File: src/sv/tlif_pkg.sv
// ----------------------------------------------------------------------------
// tlif_pkg
// Constants, register codes and shared types of the three-lane IIR filter.
// ----------------------------------------------------------------------------
`default_nettype none

package tlif_pkg;

   localparam int LANES           = 3;
   localparam int TAPS            = 5;
   localparam int HIST            = TAPS - 1;
   localparam int MAX_TAPS        = 5;

   localparam int SAMPLE_W        = 24;
   localparam int COEF_W          = 20;
   localparam int COEF_FRAC       = 16;
   localparam int COEFS_PER_GROUP = 3;
   localparam int GROUPS          = 3;
   localparam int GROUP_W         = COEFS_PER_GROUP * COEF_W;
   localparam int FB_SLOT0        = MAX_TAPS - 1;

   localparam int TAIL_W          = COEF_W + 3;
   localparam int PROD_W          = SAMPLE_W + COEF_W;
   localparam int TAIL_PROD_W     = SAMPLE_W + TAIL_W;
   localparam int ACC_W           = 48;
   localparam int QUO_W           = ACC_W - COEF_FRAC;

   localparam int CSR_DATA_W      = 64;
   localparam int CSR_ADDR_W      = 5;
   localparam int REG_IDX_W       = 2;
   localparam int REG_LSB         = 3;

   typedef enum logic [REG_IDX_W-1:0] {
      REG_COEF_GROUP_0   = 2'd0,
      REG_COEF_GROUP_1   = 2'd1,
      REG_COEF_GROUP_2   = 2'd2,
      REG_PRIME_ON_FIRST = 2'd3
   } tlif_reg_type;

   typedef logic signed [SAMPLE_W-1:0] tlif_sample_type;

   typedef struct packed {
      logic [TAPS-1:0][COEF_W-1:0] ff;
      logic [HIST-1:0][COEF_W-1:0] fb;
      logic [TAIL_W-1:0]           fb_tail;
      logic                        prime;
   } tlif_coef_type;

   typedef struct packed {
      logic s1_load;
      logic s2_load;
      logic out_load;
      logic start;
   } tlif_ctl_type;

endpackage

`default_nettype wire

File: src/sv/tlif_csr.sv
// ----------------------------------------------------------------------------
// tlif_csr
// Configuration registers: packed coefficient groups and the priming mode.
// ----------------------------------------------------------------------------
`default_nettype none

module tlif_csr (
   input  logic                              clock,
   input  logic                              reset,
   input  logic                              csr_psel,
   input  logic                              csr_penable,
   input  logic                              csr_pwrite,
   input  logic [tlif_pkg::CSR_ADDR_W-1:0]   csr_paddr,
   input  logic [tlif_pkg::CSR_DATA_W-1:0]   csr_pwdata,
   output logic [tlif_pkg::CSR_DATA_W-1:0]   csr_prdata,
   output logic                              csr_pready,
   output tlif_pkg::tlif_coef_type           coef
);
   import tlif_pkg::*;

   logic [GROUP_W-1:0]        group_ff [GROUPS];
   logic [GROUP_W-1:0]        group_in [GROUPS];
   logic                      prime_ff;
   logic                      prime_in;
   logic                      wr_en;
   tlif_reg_type              idx;
   logic [GROUPS*GROUP_W-1:0] slots;
   logic [TAIL_W-1:0]         tail;

   assign wr_en      = csr_psel & csr_penable & csr_pwrite;
   assign idx        = tlif_reg_type'(csr_paddr[REG_LSB +: REG_IDX_W]);
   assign csr_pready = 1'b1;

   always_comb begin
      group_in = group_ff;
      prime_in = prime_ff;
      if (wr_en) begin
         unique case (idx)
            REG_COEF_GROUP_0:   group_in[0] = csr_pwdata[GROUP_W-1:0];
            REG_COEF_GROUP_1:   group_in[1] = csr_pwdata[GROUP_W-1:0];
            REG_COEF_GROUP_2:   group_in[2] = csr_pwdata[GROUP_W-1:0];
            REG_PRIME_ON_FIRST: prime_in    = csr_pwdata[0];
            default: ;
         endcase
      end
   end

   always_comb begin
      unique case (idx)
         REG_COEF_GROUP_0:   csr_prdata = CSR_DATA_W'(group_ff[0]);
         REG_COEF_GROUP_1:   csr_prdata = CSR_DATA_W'(group_ff[1]);
         REG_COEF_GROUP_2:   csr_prdata = CSR_DATA_W'(group_ff[2]);
         REG_PRIME_ON_FIRST: csr_prdata = CSR_DATA_W'(prime_ff);
         default:            csr_prdata = '0;
      endcase
   end

   always_ff @(posedge clock) begin
      if (reset) begin
         group_ff <= '{default: '0};
         prime_ff <= 1'b1;
      end else begin
         group_ff <= group_in;
         prime_ff <= prime_in;
      end
   end

   // unpack coefficient slots: feed-forward first, feedback from slot FB_SLOT0+1
   always_comb begin
      for (int g = 0; g < GROUPS; g++) slots[g*GROUP_W +: GROUP_W] = group_ff[g];
      for (int k = 0; k < TAPS; k++) coef.ff[k] = slots[k*COEF_W +: COEF_W];
      for (int j = 1; j <= HIST; j++) begin
         coef.fb[j-1] = slots[(FB_SLOT0 + j)*COEF_W +: COEF_W];
      end
      tail = '0;
      for (int j = 2; j <= HIST; j++) tail = tail + TAIL_W'($signed(coef.fb[j-1]));
      coef.fb_tail = tail;
      coef.prime   = prime_ff;
   end

endmodule

`default_nettype wire

File: config.mk
export PLATFORM = sky130hd
export DESIGN_NAME = tlif_csr
export DESIGN_NICKNAME = d
export VERILOG_FILES = /design/src/sv/tlif_pkg.sv /design/src/sv/tlif_csr.sv
export SDC_FILE = /design/constraint.sdc
export NUM_CORES = 1
export LEC_CHECK = 0
export BUFFER_PORTS_ARGS = -buffer_cell sky130_fd_sc_hd__buf_2
export CAP_MARGIN = 40
export CELL_PAD_IN_SITES_DETAIL_PLACEMENT = 0
export CELL_PAD_IN_SITES_GLOBAL_PLACEMENT = 2
export CORE_AREA = 2 2 187 189
export CTS_CLUSTER_DIAMETER = 30
export DETAILED_ROUTE_END_ITERATION = 12
export DIE_AREA = 0 0 189 191
export GPL_TIMING_DRIVEN = 1
export PLACE_DENSITY = 0.82
export SETUP_SLACK_MARGIN = 0.5
export SLEW_MARGIN = 20
export SYNTH_ARGS = -nofsm -noshare
export SYNTH_HDL_FRONTEND = slang
export SYNTH_SLANG_ARGS = --single-unit
File: constraint.sdc
create_clock -name clock -period 3.9 [get_ports clock]
set_input_delay 0.78 -clock clock [delete_from_list [all_inputs] [get_ports clock]]
set_output_delay 0.78 -clock clock [all_outputs]
set_load 0.03 [all_outputs]
==> flow_metrics.env <==
export IMPL_status="complete, but fails checks"
export IMPL_violations="negative setup slack"
export IMPL_layout_nets=1635
export IMPL_syn_area_mm2=0.00907
export IMPL_worst_pin_slew_ns=0.806
export IMPL_grt_max_degree=76
export IMPL_cp_start_kind="register"
export IMPL_end_kind="primary output"
export IMPL_hp_class="register to register"
export IMPL_postSynthCellCount=1197
export IMPL_post_synth_xor_area_fraction=0.0106
export IMPL_num_rows=68
export IMPL_path_clk_slew_ns=0.08
export IMPL_synth_area_top_cells="dfxtp_1, nand2_1, a21oi_1, mux2i_1, fa_1"
export IMPL_path_cells="fa_1, ha_2, fa_2, a21o_1, a221o_1, buf_4, a32oi_2, o31ai_2, xor2_2, buf_6"
export IMPL_max_freq_ghz=0.251
export IMPL_ys_ff_latch=181
export IMPL_synth_compound_area_frac=0.181
export IMPL_dp_slack_ns=0.225
export IMPL_yosysUniqueCellTypes=59
export IMPL_postCtsHoldBufs=0
export IMPL_ir_drop_v=0.000300
export IMPL_synthAdderAreaFrac=0.0740
export IMPL_design_area_mm2=0.0129
export IMPL_drtPass1Iterations=5
export IMPL_wl_um=38100
export IMPL_relSlewSlack=0.463
export IMPL_grt_pass1_vias=8736
export IMPL_cp_arrival_ns=3.21
export IMPL_remaining_drc_errors=0
export IMPL_cpMaxStageDelayCell="fa_1"
export IMPL_totalPowerFinal_uw=4000
export IMPL_leakage_uw=0.00560
export IMPL_drive_gt1_frac=0.366
export IMPL_synth_top_family_by_area="simple AND/OR/NAND/NOR gates"
export IMPL_cts_buffers=17
export IMPL_die_area_mm2=0.0361
export IMPL_critical_path_class="register to primary output"
export IMPL_finalSetupTns_ns=-0.340
export IMPL_synth_largest_area_cell="dfxtp_1"
export IMPL_p_per_area_mw_per_mm2=311
export IMPL_cts_root_buffer="clkbuf_16"
export IMPL_drv_cap=0
export IMPL_drt_iter0_drc=459
export IMPL_vias=9349
export IMPL_antenna_cells=0
export IMPL_yosysSeqAreaShare=0.400
export IMPL_grt_util_all_layers=0.205
export IMPL_start_util=0.266
export IMPL_critPathMaxStageDelay_ns=0.46
export IMPL_critical_path_buf_inv_count=2
export IMPL_finalMaxSlewViolations=0
export IMPL_avgSynthCellArea_um2=7.58
export IMPL_core_mm2=0.0341
export IMPL_yosysWarnings=0
export IMPL_wl_per_cell_um=19.1
export IMPL_crit_fanout=4
export IMPL_dpl_hpwl_um=27200
export IMPL_ant_nets=0
export IMPL_final_util=0.377
export IMPL_finalSetupViolCount=6
export IMPL_viasPerCell=4.70
export IMPL_required_ns=3.12
export IMPL_rsz0062_at_grt="yes"
export IMPL_antenna_found_initial=0
export IMPL_ios=343
export IMPL_cts_tree="done"
export IMPL_gp_congestion=0.885
export IMPL_synthArstFlopShare=0
export IMPL_synthMuxAreaShare=0.0687
export IMPL_finClkSkew_ns=0
export IMPL_clock_sinks=181
export IMPL_fin_crit_sh=1.02
export IMPL_synth_edf_count=0
export IMPL_cts_max_level=4
export IMPL_min_period_ns=3.99
export IMPL_port_buffers=330
export IMPL_synth_ff_type="dfxtp_1"
export IMPL_place_area_mm2=0.0113
export IMPL_critPathTopFamily="adder cells"
export IMPL_die_x_um=189
export IMPL_clk_latency_ns=0.43
export IMPL_clockBufferDepth=2
export IMPL_synth_top_area_frac=0.400
export IMPL_grt_ovfl_total=0
export IMPL_die_h_um=191
export IMPL_syn_to_final_growth_pct=42.0
export IMPL_timing_final_ws_setup_ns=-0.0885
export IMPL_hold_viol=0
export IMPL_yosys_area_share_simple=0.214
export IMPL_grt_pass1_wl_um=56000
## Yosys cell counts (2+ instances only)
| library cell | count |
|---|---|
| a211oi_1 | 6 |
| a21o_1 | 4 |
| a21oi_1 | 197 |
| a31oi_1 | 2 |
| and3_1 | 2 |
| buf_1 | 2 |
| buf_2 | 29 |
| buf_4 | 7 |
| clkbuf_1 | 54 |
| conb_1 | 2 |
| dfxtp_1 | 181 |
| fa_1 | 21 |
| ha_1 | 20 |
| inv_1 | 11 |
| mux2i_1 | 60 |
| nand2_1 | 443 |
| nand2b_1 | 2 |
| nand3_1 | 5 |
| nand4_1 | 5 |
| nor2_1 | 13 |
| nor2b_1 | 4 |
| nor3_1 | 8 |
| o211ai_1 | 2 |
| o21a_1 | 2 |
| o21ai_0 | 6 |
| o21ai_1 | 65 |
| o31a_1 | 2 |
| or3_1 | 2 |
| xnor2_1 | 4 |
| xor2_1 | 7 |
## path summary, 6_finish.rpt
path / from / endpoint / slack, ns / cells past startpoint
setup / recovery: coef[45] / coef[20] / -0.09 / 10
hold / removal: coef[203] / coef[203] / 0.47 / 2
setup reg to reg: coef[76] / coef[76] / 2.94 / 3
hold reg to reg: coef[203] / coef[203] / 0.47 / 2
## cells in the final DEF (no fill, tap or decap), types with 4 or more instances in the layout
cell	instances
nand2_1	439
buf_2	309
a21oi_1	190
dfxtp_1	125
o21ai_1	64
mux2i_1	60
buf_4	48
dfxtp_2	34
buf_6	29
dfxtp_4	22
fa_1	20
clkbuf_16	17
ha_4	12
inv_1	10
nor2_1	8
buf_12	7
ha_1	6
clkinv_4	6
nand4_1	5
conb_1	5
o21ai_0	4
a21oi_2	4
a21o_1	4
nor3_1	4
nor3_2	4
nand2_2	4
a211oi_4	4
## worst reg2reg max path: cells and delay by family (launching register included)
family	cells	cell delay, ns
compound gates	1	0.29
simple gates	1	0.05
flops	1	0.36
buf+inv	1	0.16
## per-layer routing
layer  vias up  track usage  part of all wire  routed length [µm]
li1       4620            -                 -                   -
met3        16       0.0389             0.055                2110
met5         -            0                 0                   0
met4         0       0.0409             0.011                 407
met2       265        0.344              0.48               18400
met1      4448        0.273              0.45               17200
## through the flow
step           instances  hold slack (ns)
5_1_grt             1988            0.488
3_3_place_gp        1915            0.454
4_1_cts             1979            0.472
3_5_place_dp        1917            0.461
2_1_floorplan       1200            0.474
6_report            1988            0.471
## flip-flops by register name (all words and copies together), names as in the netlist
name,count
prime_ff,1
coef,180
## cell families after synthesis
family	after synthesis
simple gates	493
compound gates	304
flops	181
buf+inv	104
mux	61
fa+ha+maj	41
xor+xnor	11
other cells	2
## final cells by class
type / count / area [µm²]
inverters: 11 / 41.3
well taps: 455 / 569
multi-input cells: 915 / 5570
clock inverters: 12 / 98.8
repair buffers: 394 / 2400
flip-flops and latches: 181 / 3750
fillers: 3580 / 21200
clock buffers: 20 / 447
## report_power, final
part	internal [µW]	switching [µW]	total (µW)	leakage, µW
sequential	1860	27.3	1890	0.00150
combinational	146	299	445	0.00384
clock	847	822	1670	0.000267
total	2850	1150	4000	0.00560
## timing repair
item	4_1_cts	5_1_grt
pin swaps	48	23
setup buffers	30	9
resized for setup	152	38
endpoints found under the setup margin	18	19
(Power assumes the default switching activity.)
